$ cat config.mk
export PLATFORM = sky130hd
export DESIGN_NAME = packet_segmenter_crc8_core
export DESIGN_NICKNAME = d
export VERILOG_FILES = /design/src/hdl/psc_pkg.sv /design/src/hdl/packet_segmenter_crc8_core.sv /design/src/hdl/psc_framer.sv /design/src/hdl/psc_emitter.sv
export VERILOG_INCLUDE_DIRS = /design/src /design/src/hdl
export SDC_FILE = /design/constraint.sdc
export NUM_CORES = 1
export LEC_CHECK = 0
export BUFFER_PORTS_ARGS = -buffer_cell sky130_fd_sc_hd__buf_2
export CORE_UTILIZATION = 54
export CTS_BUF_LIST = sky130_fd_sc_hd__clkbuf_4 sky130_fd_sc_hd__clkbuf_8
export DETAILED_ROUTE_END_ITERATION = 6
export GPL_TIMING_DRIVEN = 0
export PLACE_DENSITY = 0.83
export SLEW_MARGIN = 30
export SYNTH_ARGS = -nofsm -noshare
export SYNTH_HDL_FRONTEND = slang
export SYNTH_SLANG_ARGS = --single-unit
$ cat constraint.sdc
create_clock -name clk -period 2 [get_ports clk]
set_clock_uncertainty 0.2 [all_clocks]
set_input_delay 0.4 -clock clk [delete_from_list [all_inputs] [get_ports clk]]
set_output_delay 0.4 -clock clk [all_outputs]
set_load 0.05 [all_outputs]
$ cat src/hdl/assert_macros.svh
// Assertion macros used by the top level of the packet segmenter.
// Depends on nothing; the includer must have clk and rst_n in scope.
`ifndef ASSERT_MACROS_SVH
`define ASSERT_MACROS_SVH

// Implication checked at every rising edge outside reset.
`define ASSERT_IMPL(label, cond, prop, msg) \
  label: assert property (@(posedge clk) disable iff (!rst_n) (cond) |-> (prop)) \
    else $error(msg);

// Implication checked in the cycle after the antecedent, outside reset.
`define ASSERT_NEXT(label, cond, prop, msg) \
  label: assert property (@(posedge clk) disable iff (!rst_n) (cond) |=> (prop)) \
    else $error(msg);

`endif

$ cat src/hdl/psc_pkg.sv
// Shared types, constants and CRC-8 functions for the packet segmenter.
// Depends on nothing; used by psc_framer, psc_emitter and the top level.
`default_nettype none

package psc_pkg;

  localparam int MAX_PAYLOAD = 63;
  localparam int SEQ_MODULUS = 16;

  localparam int BYTE_W = 8;
  localparam int SEQ_W  = 4;
  localparam int LEN_W  = 6;
  localparam int CRC_W  = 8;
  localparam int TYPE_W = 4;
  localparam int KIND_W = 2;
  localparam int OUT_DATA_W = 32;

  localparam logic [CRC_W-1:0]  CRC_POLY      = 8'h9B;
  localparam logic [TYPE_W-1:0] END_TYPE_CODE = 4'd15;

  localparam logic [KIND_W-1:0] KIND_ECHO    = 2'd0;
  localparam logic [KIND_W-1:0] KIND_TRAILER = 2'd1;
  localparam logic [KIND_W-1:0] KIND_END     = 2'd2;

  localparam logic REG_PACKET_TYPE    = 1'b0;
  localparam logic REG_START_SEQUENCE = 1'b1;

  localparam logic [LEN_W-1:0] LEN_FULL = LEN_W'(MAX_PAYLOAD);
  localparam logic [SEQ_W-1:0] SEQ_LAST = SEQ_W'(SEQ_MODULUS - 1);

  typedef struct packed {
    logic              valid;
    logic [BYTE_W-1:0] data;
    logic [SEQ_W-1:0]  seq;
    logic [SEQ_W-1:0]  end_seq;
    logic [LEN_W-1:0]  len;
    logic [CRC_W-1:0]  crc;
    logic [TYPE_W-1:0] ptype;
    logic              close;
    logic              last;
  } job_t;

  function automatic logic [7:0] rev8(input logic [7:0] v);
    logic [7:0] r;
    for (int i = 0; i < 8; i++) begin
      r[7-i] = v[i];
    end
    return r;
  endfunction

  function automatic logic [CRC_W-1:0] crc8_step(input logic [CRC_W-1:0] crc,
                                                 input logic [BYTE_W-1:0] b);
    logic [CRC_W-1:0] c;
    c = crc ^ rev8(b);
    for (int i = 0; i < 8; i++) begin
      if (c[CRC_W-1]) begin
        c = {c[CRC_W-2:0], 1'b0} ^ CRC_POLY;
      end else begin
        c = {c[CRC_W-2:0], 1'b0};
      end
    end
    return c;
  endfunction

  function automatic logic [SEQ_W-1:0] seq_inc(input logic [SEQ_W-1:0] s);
    return (s >= SEQ_LAST) ? '0 : s + 1'b1;
  endfunction

endpackage

`default_nettype wire

$ cat src/hdl/packet_segmenter_crc8_core.sv
// Top level of the packet segmenter with CRC-8/WCDMA trailers.
// Depends on psc_pkg, psc_framer, psc_emitter and assert_macros.svh.
//
//   channel  direction  tdata                           tuser  tlast
//   in       slave      data_byte[7:0]                  -      last_byte
//   out      master     byte/seq/len/crc/type (30 bits) kind   run_end
//   cfg      write      index 0 packet_type, index 1 start_sequence
//
// A byte that neither fills nor ends a packet yields one echo word, so such bytes stream
// at one per cycle while the output is ready. A closing byte yields an echo and a trailer
// word and a last byte also an end word, all through the single output register they share.
// Reset is synchronous and clears all packet and handshake state; no clearing pass.
// A stall on the output holds the current word and, after one job, stalls the input.
`default_nettype none
`include "assert_macros.svh"

module packet_segmenter_crc8_core (
  input  wire logic                           clk,
  input  wire logic                           rst_n,
  input  wire logic                           cfg_wr_en,
  input  wire logic                           cfg_index,
  input  wire logic [psc_pkg::SEQ_W-1:0]      cfg_wdata,
  input  wire logic                           in_tvalid,
  output      logic                           in_tready,
  input  wire logic [psc_pkg::BYTE_W-1:0]     in_tdata,   // data_byte[7:0]
  input  wire logic                           in_tlast,
  output      logic                           out_tvalid,
  input  wire logic                           out_tready,
  // byte_out[7:0], sequence_number[11:8], payload_length[17:12],
  // crc_value[25:18], type_code[29:26], zeros[31:30]
  output      logic [psc_pkg::OUT_DATA_W-1:0] out_tdata,
  output      logic [psc_pkg::KIND_W-1:0]     out_tuser,  // kind[1:0]
  output      logic                           out_tlast
);

  psc_pkg::job_t job;
  logic          job_taken;

  psc_framer u_framer (
    .clk       (clk),
    .rst_n     (rst_n),
    .cfg_wr_en (cfg_wr_en),
    .cfg_index (cfg_index),
    .cfg_wdata (cfg_wdata),
    .in_valid  (in_tvalid),
    .in_ready  (in_tready),
    .in_data   (in_tdata),
    .in_last   (in_tlast),
    .job       (job),
    .job_taken (job_taken)
  );

  psc_emitter u_emitter (
    .clk       (clk),
    .rst_n     (rst_n),
    .job       (job),
    .job_taken (job_taken),
    .out_valid (out_tvalid),
    .out_ready (out_tready),
    .out_kind  (out_tuser),
    .out_data  (out_tdata),
    .out_last  (out_tlast)
  );

  `ASSERT_IMPL(a_end_is_run_end, out_tvalid && out_tuser == psc_pkg::KIND_END, out_tlast, "end word without run end")
  `ASSERT_IMPL(a_trailer_len, out_tvalid && out_tuser == psc_pkg::KIND_TRAILER, out_tdata[17:12] != 6'd0, "empty trailer")
  `ASSERT_IMPL(a_echo_clean, out_tvalid && out_tuser == psc_pkg::KIND_ECHO, out_tdata[25:12] == 14'd0, "echo carries length or crc")
  `ASSERT_NEXT(a_out_holds, out_tvalid && !out_tready, out_tvalid && $stable(out_tdata) && $stable(out_tuser) && $stable(out_tlast), "word changed under stall")

endmodule

`default_nettype wire

$ cat src/hdl/psc_framer.sv
// Configuration registers, packet state and CRC step; a single job register.
// Depends on psc_pkg.
`default_nettype none

module psc_framer (
  input  wire logic                       clk,
  input  wire logic                       rst_n,
  input  wire logic                       cfg_wr_en,
  input  wire logic                       cfg_index,
  input  wire logic [psc_pkg::SEQ_W-1:0]  cfg_wdata,
  input  wire logic                       in_valid,
  output      logic                       in_ready,
  input  wire logic [psc_pkg::BYTE_W-1:0] in_data,
  input  wire logic                       in_last,
  output      psc_pkg::job_t              job,
  input  wire logic                       job_taken
);

  logic [psc_pkg::TYPE_W-1:0] packet_type_r;
  logic [psc_pkg::SEQ_W-1:0]  start_seq_r;
  logic [psc_pkg::CRC_W-1:0]  crc_r, crc_nxt;
  logic [psc_pkg::LEN_W-1:0]  cnt_r, cnt_nxt;
  logic [psc_pkg::SEQ_W-1:0]  seq_r, seq_nxt;
  logic                       open_r;
  psc_pkg::job_t              job_r, job_nxt;

  logic                       accept;
  logic [psc_pkg::CRC_W-1:0]  base_crc, new_crc;
  logic [psc_pkg::LEN_W-1:0]  base_cnt, new_cnt;
  logic [psc_pkg::SEQ_W-1:0]  base_seq, next_seq;
  logic                       close;

  assign in_ready = !job_r.valid || job_taken;
  assign accept   = in_valid && in_ready;
  assign job      = job_r;

  always_comb begin
    base_crc = open_r ? crc_r : '0;
    base_cnt = open_r ? cnt_r : '0;
    base_seq = open_r ? seq_r : start_seq_r;
    new_crc  = psc_pkg::crc8_step(base_crc, in_data);
    new_cnt  = base_cnt + 1'b1;
    close    = in_last || (new_cnt >= psc_pkg::LEN_FULL);
    next_seq = psc_pkg::seq_inc(base_seq);

    crc_nxt = close ? '0 : new_crc;
    cnt_nxt = close ? '0 : new_cnt;
    seq_nxt = close ? next_seq : base_seq;

    job_nxt         = job_r;
    job_nxt.valid   = accept || (job_r.valid && !job_taken);
    if (accept) begin
      job_nxt.data    = in_data;
      job_nxt.seq     = base_seq;
      job_nxt.end_seq = next_seq;
      job_nxt.len     = new_cnt;
      job_nxt.crc     = psc_pkg::rev8(new_crc);
      job_nxt.ptype   = packet_type_r;
      job_nxt.close   = close;
      job_nxt.last    = in_last;
    end
  end

  always_ff @(posedge clk) begin
    if (!rst_n) begin
      packet_type_r <= '0;
      start_seq_r   <= '0;
      crc_r         <= '0;
      cnt_r         <= '0;
      seq_r         <= '0;
      open_r        <= 1'b0;
      job_r         <= '0;
    end else begin
      if (cfg_wr_en) begin
        unique case (cfg_index)
          psc_pkg::REG_PACKET_TYPE:    packet_type_r <= cfg_wdata;
          psc_pkg::REG_START_SEQUENCE: start_seq_r   <= cfg_wdata;
          default: ;
        endcase
      end
      if (accept) begin
        crc_r  <= crc_nxt;
        cnt_r  <= cnt_nxt;
        seq_r  <= seq_nxt;
        open_r <= !in_last;
      end
      job_r <= job_nxt;
    end
  end

endmodule

`default_nettype wire

$ cat src/hdl/psc_emitter.sv
// Expands a job via the output register: echo, trailer on close, end on last.
// Depends on psc_pkg.
`default_nettype none

module psc_emitter (
  input  wire logic                           clk,
  input  wire logic                           rst_n,
  input  wire psc_pkg::job_t                  job,
  output      logic                           job_taken,
  output      logic                           out_valid,
  input  wire logic                           out_ready,
  output      logic [psc_pkg::KIND_W-1:0]     out_kind,
  output      logic [psc_pkg::OUT_DATA_W-1:0] out_data,
  output      logic                           out_last
);

  logic [psc_pkg::KIND_W-1:0]     idx_r, idx_nxt;
  logic                           valid_r;
  logic [psc_pkg::KIND_W-1:0]     kind_r;
  logic [psc_pkg::OUT_DATA_W-1:0] data_r;
  logic                           last_r;

  logic                           load;
  logic                           final_word;
  logic [psc_pkg::BYTE_W-1:0]     w_byte;
  logic [psc_pkg::SEQ_W-1:0]      w_seq;
  logic [psc_pkg::LEN_W-1:0]      w_len;
  logic [psc_pkg::CRC_W-1:0]      w_crc;
  logic [psc_pkg::TYPE_W-1:0]     w_type;

  assign load      = !valid_r || out_ready;
  assign job_taken = load && job.valid && final_word;

  always_comb begin
    w_byte     = '0;
    w_seq      = job.seq;
    w_len      = '0;
    w_crc      = '0;
    w_type     = job.ptype;
    final_word = 1'b1;
    idx_nxt    = psc_pkg::KIND_ECHO;
    unique case (idx_r)
      psc_pkg::KIND_ECHO: begin
        w_byte = job.data;
        if (job.close) begin
          final_word = 1'b0;
          idx_nxt    = psc_pkg::KIND_TRAILER;
        end
      end
      psc_pkg::KIND_TRAILER: begin
        w_len = job.len;
        w_crc = job.crc;
        if (job.last) begin
          final_word = 1'b0;
          idx_nxt    = psc_pkg::KIND_END;
        end
      end
      psc_pkg::KIND_END: begin
        w_seq  = job.end_seq;
        w_type = psc_pkg::END_TYPE_CODE;
      end
      default: ;
    endcase
  end

  always_ff @(posedge clk) begin
    if (!rst_n) begin
      valid_r <= 1'b0;
      idx_r   <= psc_pkg::KIND_ECHO;
    end else if (load) begin
      valid_r <= job.valid;
      if (job.valid) begin
        idx_r <= idx_nxt;
      end
    end
  end

  always_ff @(posedge clk) begin
    if (load && job.valid) begin
      kind_r <= idx_r;
      data_r <= {2'b00, w_type, w_crc, w_len, w_seq, w_byte};
      last_r <= final_word;
    end
  end

  assign out_valid = valid_r;
  assign out_kind  = kind_r;
  assign out_data  = data_r;
  assign out_last  = last_r;

endmodule

`default_nettype wire
==> flow_metrics.tcl <==
set metrics [dict create \
    critical-path-max-stage-delay_ns 0.39 \
    dr_wl_met3_um 774 \
    met2_wirelength_mm 4.92 \
    cts-root-buf "clkbuf_8" \
    post-place-ws_ns -0.467 \
    die_w_um 90.8 \
    ys_types 50 \
    path_clk_slew_ns 0.10 \
    layout-drive-gt1-share_pct 25.9 \
    setup_viol 5 \
    worstPathMaxFanout 9 \
    drc_errors 0 \
    peakVddDrop_v 0.000444 \
    async_reset_ff_share_pct 0 \
    netlist_area_um2 4260 \
    hpwlAfterDp_mm 6.34 \
    critical_path_class "flop to flop" \
    synth_largest_area_cell "dfxtp_1" \
    clk_latency_ns 0.38 \
    nNetsFinal 544 \
    ys_ff_latch 100 \
    grt_pass1_vias 3213 \
    coreArea_um2 7690 \
    yosys.area_share.simple_pct 20.4 \
    diodes 0 \
    place.port_buffers 53 \
    ys_seq_area_share_pct 54.8 \
    grt_pass1_wl_mm 15.3 \
    fin_ws_ns -0.0413 \
    r2r_setup_slack_ns -0.04 \
    synth_compound_area_share_pct 12.3 \
    drt_iter0_drc 326 \
    cts.sinks 100 \
    hold_buffers 0 \
    cts_inserted_buffers 9 \
    via_per_inst 5.68 \
    synthAdderAreaFrac_pct 0.294 \
    violations "setup timing" \
    slew_headroom_pct 53.9 \
    std_cell_rows 32 \
    initial_utilization_pct 55.4 \
    wl_mm 10.2 \
    clock_path_buffers 2 \
    hold_path_class "input pin to flop" \
    cts_tree "yes" \
    maxCapViolCount 0 \
    crit_required_ns 2.09 \
    powerDensity_nw_per_um2 825 \
    grt_start_max_net_pins 36 \
    synth_top_family_by_area "simple AND/OR/NAND/NOR gates" \
    firstDrtPassIters 5 \
    highest_layer "met4" \
    grtUsageTotal_pct 23.7 \
    cp-start-kind "flop" \
    die_h_um 90.8 \
    endpoint_kind "flop" \
    area_delta_synth_final_pct 21.6 \
    syn_area_per_cell_um2 9.59 \
    post-route-period-util_pct 102 \
    final_max_slew_viol_count 0 \
    antenna_found_initial 0 \
    wl_per_cell_um 16.2 \
    worstPathCellList "mux2i_2, o21ai_2, buf_4, a21boi_4, buf_2, nor2_1, a211oi_1" \
    worst_pin_slew_ns 0.692 \
    synth_area_leaders "dfxtp_1 31%, edfxtp_1 23%, nand2_1 8.0%" \
    synth_top_area_share_pct 31.5 \
    cp.arrival_ns 2.13 \
    yosys_warnings 0 \
    place_congestion 0.871 \
    period_needed_ns 2.04 \
    crit_slowest_cell "dfxtp_4" \
    htree_levels 3 \
    io_pins 56 \
    cp.buffers_inverters 2 \
    synth_ff_type "dfxtp_1" \
    dpl_cell_area_um2 4660 \
    gr-total-overflow 0 \
    synth_xor_area_share_pct 6.43 \
    synth.area.mux_share_pct 2.64 \
    synth-edff-count 33 \
    grt_setup_unrepaired "true" \
    max_clock_freq_mhz 490 \
    die_area_um2 8250 \
    p_leak_nw 2.04 \
    status "finished with violations" \
    stdcell_area_um2 5180 \
    timing.final.hold_violations 0 \
    num_vias 3581 \
    syn_inst 444 \
    wl_met1_mm 4.19 \
    ant_nets 0 \
    crit_family "compound AO/OA/AOI/OAI gates" \
]
## power breakdown
| group | leakage (nW) | total [mW] | switching (mW) | internal, mW |
|---|---|---|---|---|
| combinational | 1.08 | 0.799 | 0.499 | 0.300 |
| clock | 0.0868 | 1.19 | 0.710 | 0.485 |
| sequential | 0.874 | 2.28 | 0.0663 | 2.21 |
## layout by cell type (no fill, tap or decap), types with 4 or more instances in the layout
cell	Yosys	layout
a21oi_1	50	47
nor2b_1	5	5
dfxtp_1	67	60
buf_6	0	4
clkbuf_8	0	9
nand3_1	15	15
nand2_1	91	91
xor2_1	8	5
and2_1	23	22
clkbuf_1	17	10
nor2_1	29	29
dfxtp_2	0	4
clkinvlp_4	0	4
edfxtp_1	33	33
xnor2_1	13	13
a211oi_1	6	4
nand2b_1	6	6
buf_2	5	53
inv_1	7	5
o21ai_1	6	6
nor3_1	5	4
buf_4	2	21
mux2i_1	9	6
## stage by stage
step                util [%]  power, mW  TNS (ns)  hold slack (ns)  cells
floorplan                  -       2.81         0            0.227    445
global placement        60.7       2.96    -16.98            0.240    600
detailed placement      60.7       2.99    -20.37            0.243    600
CTS                     64.7       4.18   -0.0247           0.0535    617
global route            67.4       4.40     -1.72           0.0864    631
finish                  67.4       4.27    -0.116           0.0680    631
## final timing paths
kind / startpoint / end / cells after the start
min reg2reg: u_framer.job[12] / u_framer.job[12] / 2
max: u_emitter.idx_r[0] / u_framer.job[23] / 7
min: in_tvalid / u_framer.job[36] / 3
max reg2reg: u_emitter.idx_r[0] / u_framer.job[23] / 7
## layer usage
metal / track usage (%) / up-vias
met5: 0 / -
met4: 9.92 / 0
met3: 5.05 / 37
met2: 37.6 / 198
met1: 31.5 / 1666
li1: - / 1680
## sequential cells by signal (all words and copies together), names as in the netlist
| signal | count |
|---|---|
| u_emitter.idx_r | 2 |
| u_framer.packet_type_r | 4 |
| u_framer.seq_r | 4 |
| u_framer.open_r | 1 |
| u_emitter.out_data | 30 |
| u_framer.cnt_r | 6 |
| u_framer.start_seq_r | 4 |
| u_emitter.out_kind | 2 |
| u_framer.crc_r | 8 |
| u_emitter.out_valid | 1 |
| u_emitter.out_last | 1 |
| u_framer.job | 37 |
## final cells by class
class / count / area [um^2]
buffer: 24 / 158
timing repair inverter: 1 / 7.51
tap: 102 / 128
timing repair buffer: 68 / 382
clock inverter: 5 / 37.5
sequential: 100 / 2350
clock buffer: 11 / 139
fill: 542 / 2510
multi-input combinational: 313 / 1940
inverter: 7 / 35.0
## synth_stat cells, types with 2 or more instances
master / number
a211oi_1: 6
a21boi_1: 2
a21oi_1: 50
a22oi_1: 4
a32o_1: 2
and2_1: 23
and3_1: 3
buf_2: 5
buf_4: 2
clkbuf_1: 17
dfxtp_1: 67
edfxtp_1: 33
inv_1: 7
mux2i_1: 9
nand2_1: 91
nand2b_1: 6
nand3_1: 15
nand4_1: 3
nor2_1: 29
nor2b_1: 5
nor3_1: 5
o211a_1: 2
o211ai_1: 3
o21ai_0: 2
o21ai_1: 6
xnor2_1: 13
xnor3_1: 4
xor2_1: 8
## what timing repair did
action                                 CTS  global route
endpoints found under the hold margin    0             0
cloned                                   0             2
setup endpoints to repair               55            91
resized for setup                       37            37
pin swaps                                8            12
setup buffers                            2            12
## tightest hold or removal path, stage by stage
cell and delay, ns:
buf_2 0.10, a21oi_1 0.04, nor2_1 0.07
## kinds of logic after synthesis
logic type,after synthesis
mux,11
compound gates,86
xor+xnor,25
simple gates,188
buf+inv,32
flops,100
other cells,1
fa+ha+maj,1
Note: power is estimated with default switching activity, not from simulation.
